<file path="config.mk">
export PLATFORM = sky130hd
export DESIGN_NAME = first_fit_extent_allocator
export DESIGN_NICKNAME = d
export VERILOG_FILES = /design/src/sv/ffea_pkg.sv /design/src/sv/first_fit_extent_allocator.sv /design/src/sv/ffea_datapath.sv /design/src/sv/ffea_ctrl.sv
export SDC_FILE = /design/constraint.sdc
export NUM_CORES = 2
export LEC_CHECK = 0
export BUFFER_PORTS_ARGS = -buffer_cell sky130_fd_sc_hd__buf_4
export CORE_UTILIZATION = 28
export CTS_BUF_LIST = sky130_fd_sc_hd__clkbuf_2 sky130_fd_sc_hd__clkbuf_4 sky130_fd_sc_hd__clkbuf_8
export DETAILED_ROUTE_END_ITERATION = 10
export PLACE_DENSITY = 0.49
export RECOVER_POWER = 100
export SYNTH_ARGS = -nofsm -noshare
export SYNTH_HDL_FRONTEND = slang
export SYNTH_SLANG_ARGS = --single-unit
</file>
<file path="constraint.sdc">
create_clock -name clock -period 13.4 [get_ports clock]
set_input_delay 4.02 -clock clock [delete_from_list [all_inputs] [get_ports clock]]
set_output_delay 4.02 -clock clock [all_outputs]
set_load 0.005 [all_outputs]
</file>
<file path="src/sv/ffea_pkg.sv">
// shared constants and types of the first-fit extent allocator
`timescale 1ns / 1ps
package ffea_pkg;
   localparam int Extents = 16;
   localparam int IdxW = $clog2(Extents);
   localparam int CntW = $clog2(Extents + 1);
   localparam int AddrBits = 32;
   localparam logic [31:0] MinExtent = 32'd8;

   // configuration register indexes
   localparam logic RegHeapBase = 1'b0;
   localparam logic RegHeapEnd = 1'b1;

   typedef enum logic [1:0] {
      OP_ALLOC = 2'd0,
      OP_FREE = 2'd1,
      OP_INIT = 2'd2,
      OP_NOP = 2'd3
   } opcode_type;

   typedef enum logic [1:0] {
      ST_OK = 2'd0,
      ST_NO_FIT = 2'd1,
      ST_SMALL = 2'd2,
      ST_FULL = 2'd3
   } status_type;

   // controller to datapath
   typedef struct packed {
      logic load;          // latch request
      logic clr_scan;      // scan index to zero
      logic inc_scan;      // step scan index
      logic rd;            // read entry at scan index
      logic rd_prev;       // read entry at scan index minus one
      logic cap_prev;      // register read data as previous neighbour
      logic cap_next;      // register read data as next neighbour
      logic do_init;
      logic alloc_take;    // alloc: shrink or drop entry at scan
      logic free_commit;   // release: apply merge decision
      logic shift_up;      // move entry k-1 to k, k counts down
      logic shift_dn;      // move entry k+1 to k, k counts up
      logic set_status;
      status_type st;
      logic out_load;
   } ctl_type;

   // datapath to controller
   typedef struct packed {
      logic scan_end;      // scan index at used count
      logic fits;          // entry read fits request
      logic start_le;      // entry read start <= addr
      logic size_small;
      logic init_bad;
      logic full;
      logic merge_any;
      logic merge_next_only_prev; // both merges
      logic drop_pending;  // alloc removes the entry
      logic mv_done;       // shift pointer reached target
      logic dn_last;       // last move of an entry removal
   } sts_type;
endpackage

</file>
<file path="src/sv/first_fit_extent_allocator.sv">
// top level of the first-fit free-extent allocator
//
// channel  direction  handshake           payload
// req      in         req_valid/req_stall opcode, req_size, extent_addr
// rsp      out        rsp_valid/rsp_stall status, grant_addr, free_bytes, extent_count
// csr      in         csr_valid/csr_ready index 0 heap_base, 1 heap_end
//
// one beat at a time; a request passes the accept, decode and result states, plus a read
// and a check per table entry scanned, a further read when a scan runs off the table end,
// read, capture and commit states for a release's merge step, and a move per entry moved
// the single-ported extent table allows one read or move a cycle
// reset is synchronous and clears counts; table entries need no reset
// the result register holds its beat while rsp_stall is high, and a finished
// request waits in its last cycle until that beat has left
`timescale 1ns / 1ps
module first_fit_extent_allocator (
   input  logic        clock,
   input  logic        reset,
   input  logic        req_valid,
   output logic        req_stall,
   input  logic [1:0]  req_opcode,
   input  logic [31:0] req_req_size,
   input  logic [31:0] req_extent_addr,
   output logic        rsp_valid,
   input  logic        rsp_stall,
   output logic [1:0]  rsp_status,
   output logic [31:0] rsp_grant_addr,
   output logic [31:0] rsp_free_bytes,
   output logic [4:0]  rsp_extent_count,
   input  logic        csr_valid,
   output logic        csr_ready,
   input  logic        csr_index,
   input  logic [31:0] csr_data
);
   logic [31:0] heap_base_ff, heap_end_ff;
   logic busy;
   ffea_pkg::ctl_type ctl;
   ffea_pkg::sts_type sts;

   assign csr_ready = 1'b1;

   // heap bounds registers
   always_ff @(posedge clock) begin
      if (reset) begin
         heap_base_ff <= '0;
         heap_end_ff <= '0;
      end else if (csr_valid) begin
         if (csr_index == ffea_pkg::RegHeapEnd) begin
            heap_end_ff <= csr_data;
         end else begin
            heap_base_ff <= csr_data;
         end
      end
   end

   ffea_ctrl u_ctrl (
      .clock, .reset, .req_valid, .req_stall, .req_opcode,
      .rsp_valid, .rsp_stall, .busy, .ctl, .sts
   );

   ffea_datapath u_dp (
      .clock, .reset, .ctl, .sts,
      .heap_base(heap_base_ff), .heap_end(heap_end_ff),
      .req_req_size, .req_extent_addr,
      .rsp_status, .rsp_grant_addr, .rsp_free_bytes, .rsp_extent_count
   );

`ifndef SYNTHESIS
   a_stall_busy: assert property (@(posedge clock) disable iff (reset)
      busy |-> req_stall) else $error("accepting while busy");
   a_rsp_hold: assert property (@(posedge clock) disable iff (reset)
      (rsp_valid && rsp_stall) |=> rsp_valid) else $error("beat dropped");
   a_rsp_stable: assert property (@(posedge clock) disable iff (reset)
      (rsp_valid && rsp_stall) |=> $stable(rsp_free_bytes))
      else $error("stalled beat changed");
`endif
endmodule

</file>
<file path="src/sv/ffea_datapath.sv">
// extent table, scan pointer, merge arithmetic and result register
`timescale 1ns / 1ps
module ffea_datapath (
   input  logic                   clock,
   input  logic                   reset,
   input  ffea_pkg::ctl_type      ctl,
   output ffea_pkg::sts_type      sts,
   input  logic [31:0]            heap_base,
   input  logic [31:0]            heap_end,
   input  logic [31:0]            req_req_size,
   input  logic [31:0]            req_extent_addr,
   output logic [1:0]             rsp_status,
   output logic [31:0]            rsp_grant_addr,
   output logic [31:0]            rsp_free_bytes,
   output logic [4:0]             rsp_extent_count
);
   localparam int IW = ffea_pkg::IdxW;
   localparam int CW = ffea_pkg::CntW;

   logic [31:0] start_mem [ffea_pkg::Extents];
   logic [31:0] len_mem [ffea_pkg::Extents];

   logic [31:0] size_ff, addr_ff;
   logic [CW-1:0] scan_ff, scan_in;
   logic [CW-1:0] used_ff, used_in;
   logic [CW-1:0] mv_ff, mv_in;
   logic [31:0] total_ff, total_in;
   logic [31:0] rs_ff, rl_ff;             // registered read data
   logic [31:0] ps_ff, pl_ff, ns_ff, nl_ff;
   logic        pv_ff, nv_ff;
   logic [31:0] grant_ff, grant_in;
   logic [1:0]  st_ff;
   logic [1:0]  st_res_ff, st_res_in;
   logic        mp, mn;
   logic [32:0] psum, pl_add, cur_end, nl_add;
   logic [31:0] cur_start, cur_len;
   logic [31:0] span;
   logic [31:0] rem;
   logic [IW-1:0] rd_idx;

   assign psum = {1'b0, ps_ff} + {1'b0, pl_ff};
   assign pl_add = {1'b0, pl_ff} + {1'b0, size_ff};
   assign mp = pv_ff && psum == {1'b0, addr_ff} && !pl_add[32];
   assign cur_start = mp ? ps_ff : addr_ff;
   assign cur_len = mp ? pl_add[31:0] : size_ff;
   assign cur_end = {1'b0, cur_start} + {1'b0, cur_len};
   assign nl_add = {1'b0, cur_len} + {1'b0, nl_ff};
   assign mn = nv_ff && cur_end == {1'b0, ns_ff} && !nl_add[32];
   assign span = heap_end - heap_base;
   assign rem = rl_ff - size_ff;

   assign sts.scan_end = scan_ff == used_ff;
   assign sts.fits = rl_ff >= size_ff;
   assign sts.start_le = rs_ff <= addr_ff;
   assign sts.size_small = size_ff < ffea_pkg::MinExtent;
   assign sts.init_bad = heap_end <= heap_base || span < ffea_pkg::MinExtent;
   assign sts.full = used_ff == CW'(ffea_pkg::Extents);
   assign sts.merge_any = mp || mn;
   assign sts.merge_next_only_prev = mp && mn;
   assign sts.drop_pending = rem < ffea_pkg::MinExtent;
   assign sts.mv_done = mv_ff == scan_ff;
   assign sts.dn_last = mv_ff + CW'(1) >= used_ff - CW'(1);

   always_comb begin
      rd_idx = scan_ff[IW-1:0];
      if (ctl.rd_prev) begin
         rd_idx = IW'(scan_ff - CW'(1));
      end
   end

   always_comb begin
      scan_in = scan_ff;
      if (ctl.clr_scan) begin
         scan_in = '0;
      end else if (ctl.inc_scan) begin
         scan_in = scan_ff + CW'(1);
      end
   end

   always_comb begin
      used_in = used_ff;
      total_in = total_ff;
      grant_in = grant_ff;
      mv_in = mv_ff;
      st_res_in = st_res_ff;
      if (ctl.load) begin
         grant_in = '0;
      end
      if (ctl.do_init) begin
         used_in = sts.init_bad ? '0 : CW'(1);
         total_in = sts.init_bad ? '0 : span;
      end
      if (ctl.alloc_take) begin
         grant_in = rs_ff;
         if (sts.drop_pending) begin
            total_in = total_ff - rl_ff;
            mv_in = scan_ff;
         end else begin
            total_in = total_ff - size_ff;
         end
      end
      if (ctl.free_commit) begin
         total_in = total_ff + size_ff;
         if (!mp && !mn) begin
            used_in = used_ff + CW'(1);
            mv_in = used_ff;
         end else if (mp && mn) begin
            mv_in = scan_ff;
         end
      end
      if (ctl.shift_up) begin
         mv_in = mv_ff - CW'(1);
      end
      if (ctl.shift_dn) begin
         if (sts.dn_last) begin
            used_in = used_ff - CW'(1);
            mv_in = scan_ff;
         end else begin
            mv_in = mv_ff + CW'(1);
         end
      end
      if (ctl.set_status) begin
         st_res_in = ctl.st;
      end
   end

   // table writes: one port, chosen by the controller command
   always_ff @(posedge clock) begin
      if (ctl.do_init && !sts.init_bad) begin
         start_mem[0] <= heap_base;
         len_mem[0] <= span;
      end else if (ctl.alloc_take && !sts.drop_pending) begin
         start_mem[scan_ff[IW-1:0]] <= rs_ff + size_ff;
         len_mem[scan_ff[IW-1:0]] <= rem;
      end else if (ctl.free_commit && (mp || mn)) begin
         if (mp) begin
            start_mem[IW'(scan_ff - CW'(1))] <= cur_start;
            len_mem[IW'(scan_ff - CW'(1))] <= mn ? nl_add[31:0] : cur_len;
         end else begin
            start_mem[scan_ff[IW-1:0]] <= cur_start;
            len_mem[scan_ff[IW-1:0]] <= nl_add[31:0];
         end
      end else if (ctl.shift_up) begin
         if (mv_ff == scan_ff) begin
            start_mem[scan_ff[IW-1:0]] <= addr_ff;
            len_mem[scan_ff[IW-1:0]] <= size_ff;
         end else begin
            start_mem[mv_ff[IW-1:0]] <= start_mem[IW'(mv_ff - CW'(1))];
            len_mem[mv_ff[IW-1:0]] <= len_mem[IW'(mv_ff - CW'(1))];
         end
      end else if (ctl.shift_dn) begin
         start_mem[mv_ff[IW-1:0]] <= start_mem[IW'(mv_ff + CW'(1))];
         len_mem[mv_ff[IW-1:0]] <= len_mem[IW'(mv_ff + CW'(1))];
      end
      if (ctl.rd || ctl.rd_prev) begin
         rs_ff <= start_mem[rd_idx];
         rl_ff <= len_mem[rd_idx];
      end
   end

   always_ff @(posedge clock) begin
      if (reset) begin
         used_ff <= '0;
         total_ff <= '0;
         scan_ff <= '0;
         mv_ff <= '0;
         pv_ff <= 1'b0;
         nv_ff <= 1'b0;
         st_res_ff <= ffea_pkg::ST_OK;
         st_ff <= ffea_pkg::ST_OK;
      end else begin
         used_ff <= used_in;
         total_ff <= total_in;
         scan_ff <= scan_in;
         mv_ff <= mv_in;
         st_res_ff <= st_res_in;
         if (ctl.load) begin
            pv_ff <= 1'b0;
            nv_ff <= 1'b0;
         end
         // no entry below when the insert point is the table head
         if (ctl.cap_prev) begin
            pv_ff <= (scan_ff != '0);
         end
         if (ctl.cap_next) begin
            nv_ff <= 1'b1;
         end
         if (ctl.out_load) begin
            st_ff <= st_res_ff;
         end
      end
   end

   always_ff @(posedge clock) begin
      grant_ff <= grant_in;
      if (ctl.load) begin
         size_ff <= req_req_size;
         addr_ff <= req_extent_addr;
      end
      if (ctl.cap_prev) begin
         ps_ff <= rs_ff;
         pl_ff <= rl_ff;
      end
      if (ctl.cap_next) begin
         ns_ff <= rs_ff;
         nl_ff <= rl_ff;
      end
      if (ctl.out_load) begin
         rsp_grant_addr <= grant_ff;
         rsp_free_bytes <= total_ff;
         rsp_extent_count <= 5'(used_ff);
      end
   end

   assign rsp_status = st_ff;

`ifndef SYNTHESIS
   a_used_bound: assert property (@(posedge clock) disable iff (reset)
      used_ff <= CW'(ffea_pkg::Extents)) else $error("used count overflow");
   a_scan_bound: assert property (@(posedge clock) disable iff (reset)
      scan_ff <= used_ff) else $error("scan past table");
   a_init_count: assert property (@(posedge clock) disable iff (reset)
      ctl.do_init |=> used_ff <= CW'(1)) else $error("init count");
`endif
endmodule

</file>
<file path="src/sv/ffea_ctrl.sv">
// request sequencer of the extent allocator
`timescale 1ns / 1ps
module ffea_ctrl (
   input  logic                  clock,
   input  logic                  reset,
   input  logic                  req_valid,
   output logic                  req_stall,
   input  logic [1:0]            req_opcode,
   output logic                  rsp_valid,
   input  logic                  rsp_stall,
   output logic                  busy,
   output ffea_pkg::ctl_type     ctl,
   input  ffea_pkg::sts_type     sts
);
   typedef enum logic [3:0] {
      S_IDLE, S_DECODE, S_RD, S_CHK, S_RD_PREV, S_CAP_PREV,
      S_COMMIT, S_SHIFT_UP, S_SHIFT_DN, S_DONE
   } state_type;

   state_type state_ff;
   logic [1:0] op_ff;
   logic rsp_valid_ff;
   logic out_free;

   assign out_free = !rsp_valid_ff || !rsp_stall;
   assign req_stall = state_ff != S_IDLE;
   assign rsp_valid = rsp_valid_ff;
   assign busy = state_ff != S_IDLE;

   always_comb begin
      ctl = '0;
      ctl.st = ffea_pkg::ST_OK;
      unique case (state_ff)
         S_IDLE: begin
            if (req_valid) begin
               ctl.load = 1'b1;
               ctl.clr_scan = 1'b1;
            end
         end
         S_DECODE: begin
            ctl.set_status = 1'b1;
            unique case (ffea_pkg::opcode_type'(op_ff))
               ffea_pkg::OP_INIT: begin
                  ctl.do_init = 1'b1;
                  ctl.st = sts.init_bad ? ffea_pkg::ST_SMALL : ffea_pkg::ST_OK;
               end
               ffea_pkg::OP_NOP: ctl.st = ffea_pkg::ST_OK;
               default: begin
                  if (sts.size_small) begin
                     ctl.st = ffea_pkg::ST_SMALL;
                  end else if (!sts.scan_end) begin
                     ctl.rd = 1'b1;
                  end else if (op_ff == ffea_pkg::OP_ALLOC) begin
                     ctl.st = ffea_pkg::ST_NO_FIT;
                  end
               end
            endcase
         end
         S_RD: begin
            // read the entry at the scan index; at the table end an alloc stops, a release goes to its merge step
            if (!sts.scan_end) begin
               ctl.rd = 1'b1;
            end else if (op_ff == ffea_pkg::OP_ALLOC) begin
               ctl.set_status = 1'b1;
               ctl.st = ffea_pkg::ST_NO_FIT;
            end
         end
         S_CHK: begin
            if (op_ff == ffea_pkg::OP_ALLOC) begin
               if (sts.fits) begin
                  ctl.alloc_take = 1'b1;
               end else begin
                  ctl.inc_scan = 1'b1;
               end
            end else if (sts.start_le) begin
               ctl.inc_scan = 1'b1;
            end else begin
               ctl.cap_next = 1'b1;
            end
         end
         S_RD_PREV: ctl.rd_prev = 1'b1;
         S_CAP_PREV: ctl.cap_prev = 1'b1;
         S_COMMIT: begin
            if (!sts.merge_any && sts.full) begin
               ctl.set_status = 1'b1;
               ctl.st = ffea_pkg::ST_FULL;
            end else begin
               ctl.free_commit = 1'b1;
            end
         end
         S_SHIFT_UP: ctl.shift_up = 1'b1;
         S_SHIFT_DN: ctl.shift_dn = 1'b1;
         S_DONE: ctl.out_load = out_free;
         default: ;
      endcase
   end

   // next state and registered outputs
   always_ff @(posedge clock) begin
      if (reset) begin
         state_ff <= S_IDLE;
         op_ff <= ffea_pkg::OP_NOP;
         rsp_valid_ff <= 1'b0;
      end else begin
         if (rsp_valid_ff && !rsp_stall && state_ff != S_DONE) begin
            rsp_valid_ff <= 1'b0;
         end
         unique case (state_ff)
            S_IDLE: begin
               if (req_valid) begin
                  op_ff <= req_opcode;
                  state_ff <= S_DECODE;
               end
            end
            S_DECODE: begin
               if (ctl.rd) begin
                  state_ff <= S_RD;
               end else if (op_ff == ffea_pkg::OP_FREE && !sts.size_small) begin
                  state_ff <= S_RD_PREV; // empty table
               end else begin
                  state_ff <= S_DONE;
               end
            end
            S_RD: begin
               if (!sts.scan_end) begin
                  state_ff <= S_CHK;
               end else if (op_ff == ffea_pkg::OP_ALLOC) begin
                  state_ff <= S_DONE;
               end else begin
                  state_ff <= S_RD_PREV;
               end
            end
            S_CHK: begin
               if (op_ff == ffea_pkg::OP_ALLOC) begin
                  if (sts.fits) begin
                     state_ff <= sts.drop_pending ? S_SHIFT_DN : S_DONE;
                  end else begin
                     state_ff <= S_RD;
                  end
               end else begin
                  state_ff <= sts.start_le ? S_RD : S_RD_PREV;
               end
            end
            S_RD_PREV: state_ff <= S_CAP_PREV;
            S_CAP_PREV: state_ff <= S_COMMIT;
            S_COMMIT: begin
               if (!sts.merge_any) begin
                  state_ff <= sts.full ? S_DONE : S_SHIFT_UP;
               end else if (sts.merge_next_only_prev) begin
                  state_ff <= S_SHIFT_DN;
               end else begin
                  state_ff <= S_DONE;
               end
            end
            S_SHIFT_UP: if (sts.mv_done) state_ff <= S_DONE;
            S_SHIFT_DN: if (sts.dn_last) state_ff <= S_DONE;
            S_DONE: begin
               if (out_free) begin
                  rsp_valid_ff <= 1'b1;
                  state_ff <= S_IDLE;
               end
            end
            default: state_ff <= S_IDLE;
         endcase
      end
   end

`ifndef SYNTHESIS
   a_one_rsp: assert property (@(posedge clock) disable iff (reset)
      (state_ff == S_DONE && out_free) |=> rsp_valid_ff)
      else $error("result lost");
   a_no_accept_busy: assert property (@(posedge clock) disable iff (reset)
      (state_ff != S_IDLE) |-> req_stall) else $error("accept while busy");
   a_exclusive: assert property (@(posedge clock) disable iff (reset)
      $onehot0({ctl.alloc_take, ctl.free_commit, ctl.shift_up, ctl.shift_dn, ctl.do_init}))
      else $error("two table writes");
`endif
endmodule
</file>
==> flow_metrics.env <==
export IMPL_status="finished, violations left"
export IMPL_violations="capacitance limit, slew limit"
export IMPL_yosysWarnings=0
export IMPL_hpwl_um=289000
export IMPL_fp_dieArea_mm2=0.333
export IMPL_power_density_mw_per_mm2=175
export IMPL_netlist_instances=6766
export IMPL_num_fill_cells=32400
export IMPL_core_area_mm2=0.328
export IMPL_cp_slowest_cell="clkbuf_1"
export IMPL_hold_violations=0
export IMPL_layout_commonest_cell="edfxtp_1"
export IMPL_layout_drive_gt1_share_pct=25.5
export IMPL_gp_congestion=0.996
export IMPL_final_cell_mix="1381 x edfxtp_1, 947 x mux4_2, 483 x nand2_1, 463 x a21oi_1, 328 x ha_1"
export IMPL_via_per_inst=5.88
export IMPL_cts_hold_fix_buffers=0
export IMPL_fin_cells=11700
export IMPL_synth_top_flop_cell="edfxtp_1"
export IMPL_async_flop_share_pct=0
export IMPL_fin_nets=7532
export IMPL_synth_xor_area_share_pct=2.70
export IMPL_cap_violations=26
export IMPL_cts_clk_slew_worst_paths_ns=0.06
export IMPL_grt_pass1_wl_um=553000
export IMPL_critPathMaxStageDelay_ns=1.14
export IMPL_placed_cells=11200
export IMPL_clockRootBuffer="clkbuf_8"
export IMPL_cp_max_fo=46
export IMPL_synth_top_family_by_area="multiplexers"
export IMPL_timing_setup_tns_ns=0
export IMPL_grt_max_degree=122
export IMPL_routedWlPerCell_um=34.7
export IMPL_post_cts_buffers=0
export IMPL_tightestPinTransition_ns=5.25
export IMPL_slew_violations=944
export IMPL_io_pins=178
export IMPL_leakagePower_nw=34.9
export IMPL_min_path_type="reg2reg"
export IMPL_start_util_pct=28.2
export IMPL_synth_area_mm2=0.0926
export IMPL_endpoint_kind="register"
export IMPL_clk_latency_ns=1.00
export IMPL_ant_nets=0
export IMPL_port_buffers=176
export IMPL_antenna_found_initial=37
export IMPL_relSlewSlack_pct=-250
export IMPL_dpl_cell_area_mm2=0.101
export IMPL_cp_depth=30
export IMPL_synth_area_mux_share_pct=24.4
export IMPL_utilization_pct=32.2
export IMPL_syn_num_nets=7208
export IMPL_die_h_um=577
export IMPL_cts_sinks=1505
export IMPL_finalCriticalPeriod_ns=13.09
export IMPL_grt_pass1_vias=67100
export IMPL_cp_required_ns=14.15
export IMPL_rsz0062_at_grt="false"
export IMPL_ctsResizeCount=0
export IMPL_r2r_start="u_dp.pl_ff[0]$_DFFE_PP_"
export IMPL_hold_end="u_dp.rsp_grant_addr[8]$_DFFE_PP_"
export IMPL_wirelength_um=404000
export IMPL_synth_simple_area_share_pct=7.56
export IMPL_clockBufferDepth=4
export IMPL_hold_depth=0
export IMPL_critPathLaunchType="register"
export IMPL_worstSetupPathType="reg2reg"
export IMPL_peakVddDrop_uv=177
export IMPL_r2r_end="u_dp.start_mem[3][14]$_DFFE_PP_"
export IMPL_vias=68500
export IMPL_htree_levels=5
export IMPL_synth_compound_area_share_pct=10.7
export IMPL_rrSetupSlack_ns=0.31
export IMPL_r2r_cells=30
export IMPL_std_cell_rows=210
export IMPL_synth_edf_count=1381
export IMPL_synthAdderAreaFrac_pct=4.64
export IMPL_area_growth_pct=14.1
export IMPL_synth_seq_cells=1505
export IMPL_seq_area_frac_synth_pct=47.4
export IMPL_fin_area_mm2=0.106
export IMPL_die_x_um=577
export IMPL_drt_iter0_markers=8387
export IMPL_firstDrtPassIters=5
export IMPL_period_share_pct=97.7
export IMPL_syn_avg_cell_area_um2=13.7
export IMPL_clock_fmax_ghz=0.0764
export IMPL_overflow=0
export IMPL_setup_viol=0
export IMPL_crit_family="simple AND/OR/NAND/NOR gates"
export IMPL_grt_usage_pct=23.7
export IMPL_cts_buffers=282
export IMPL_critPathBufInv=4
export IMPL_cp_arrival_ns=13.85
export IMPL_drc=0
export IMPL_ys_types=105
export IMPL_cts_tree="built"
export IMPL_hp_start="u_dp.grant_ff[8]$_SDFFCE_PN0P_"
export IMPL_clock_skew_ns=0.101
sequential cells by signal, indices dropped and copies added, names as in the netlist, 32 cells and up:
name / cells
u_dp.nl_ff: 32
u_dp.grant_ff: 32
u_dp.ns_ff: 32
u_dp.rsp_grant_addr: 32
u_dp.rs_ff: 32
heap_end_ff: 32
u_dp.len_mem: 512
u_dp.ps_ff: 32
u_dp.addr_ff: 32
u_dp.rl_ff: 32
u_dp.start_mem: 512
u_dp.rsp_free_bytes: 32
u_dp.size_ff: 32
u_dp.total_ff: 32
heap_base_ff: 32
u_dp.pl_ff: 32
metrics by stage:
step,power [mW],setup WS (ns),hold WS (ns)
CTS,18.6,1.03,0.408
floorplan,10.9,1.33,0.400
global placement,13.9,0.960,0.402
finish,18.5,0.308,0.395
global route,19.2,0.226,0.407
detailed placement,13.9,1.06,0.405
cells in the mapped netlist, types with 15 or more instances:
library cell  instances  area, um^2
a211o_1              17         149
a211oi_1             67         503
a21o_1              106         796
a21oi_1             462        2310
a221oi_1             32         280
a22o_1               17         149
a22oi_1              38         285
a31oi_1              40         250
and2_1               60         375
and3_1               40         250
buf_1                73         274
buf_2                47         235
clkbuf_1            282        1060
dfxtp_1             124        2480
edfxtp_1           1381       41500
ha_1                329        4120
inv_1               186         698
mux2_2               15         169
mux2i_1             106        1060
mux4_2              947       21300
nand2_1             487        1830
nand2b_1             52         325
nand3_1             103         515
nand4_1              62         388
nor2_1              298        1120
nor2b_1              53         332
nor3_1              105         526
nor4_1               34         213
o2111ai_1            18         158
o211ai_1             64         480
o21a_1               62         465
o21ai_0             267        1340
o21ai_1              21         105
o21bai_1             36         270
o22ai_1              43         269
o31ai_1              52         390
or2_2                28         175
or3_1                35         219
xnor2_1             187        1640
xor2_1               96         841
worst max-delay path by stage:
stage | start | to | slack, ns
3_3_place_gp | u_dp.pl_ff[0]$_DFFE_PP_ | u_dp.len_mem[2][19]$_DFFE_PP_ | 0.96
6_report | u_dp.pl_ff[0]$_DFFE_PP_ | u_dp.start_mem[3][14]$_DFFE_PP_ | 0.31
3_5_place_dp | u_dp.pl_ff[0]$_DFFE_PP_ | u_dp.len_mem[2][19]$_DFFE_PP_ | 1.06
5_1_grt | u_dp.pl_ff[0]$_DFFE_PP_ | u_dp.len_mem[2][19]$_DFFE_PP_ | 0.23
2_1_floorplan | u_dp.pl_ff[6]$_DFFE_PP_ | u_dp.len_mem[15][0]$_DFFE_PP_ | 1.33
4_1_cts | u_dp.pl_ff[0]$_DFFE_PP_ | u_dp.len_mem[6][19]$_DFFE_PP_ | 1.03
report_power, final:
part / leakage [nW] / switching, mW / internal [mW] / total, mW
logic: 18.4 / 4.74 / 2.91 / 7.64
clock network: 2.93 / 2.12 / 2.54 / 4.66
registers: 13.6 / 0.266 / 5.96 / 6.23
total: 34.9 / 7.12 / 11.4 / 18.5
final cells by class:
class	instances	area [um^2]	area share [%]
Inverter	187	703	0.665
Clock buffer	356	4540	4.29
Sequential cell	1505	44000	41.6
Timing Repair Buffer	455	3390	3.20
Antenna cell	14	35.0	0.0331
Multi-Input combinational cell	4659	46600	44.1
Clock inverter	135	1070	1.02
Tap cell	4346	5440	5.14
per-layer routing:
metal | part of all wire [%] | GRT usage [%]
met1 | 40 | 30.9
met2 | 45 | 37.3
met3 | 8.2 | 4.54
met4 | 6.3 | 12.6
met5 | 0.020 | 0
kinds of logic after synthesis:
| kind of cell | count (synthesis) |
|---|---|
| flops | 1505 |
| fa+ha+maj | 338 |
| mux | 1069 |
| compound gates | 1525 |
| xor+xnor | 284 |
| simple gates | 1442 |
| other cells | 1 |
| buf+inv | 602 |
No activity file was read; power rests on OpenSTA's default activity.
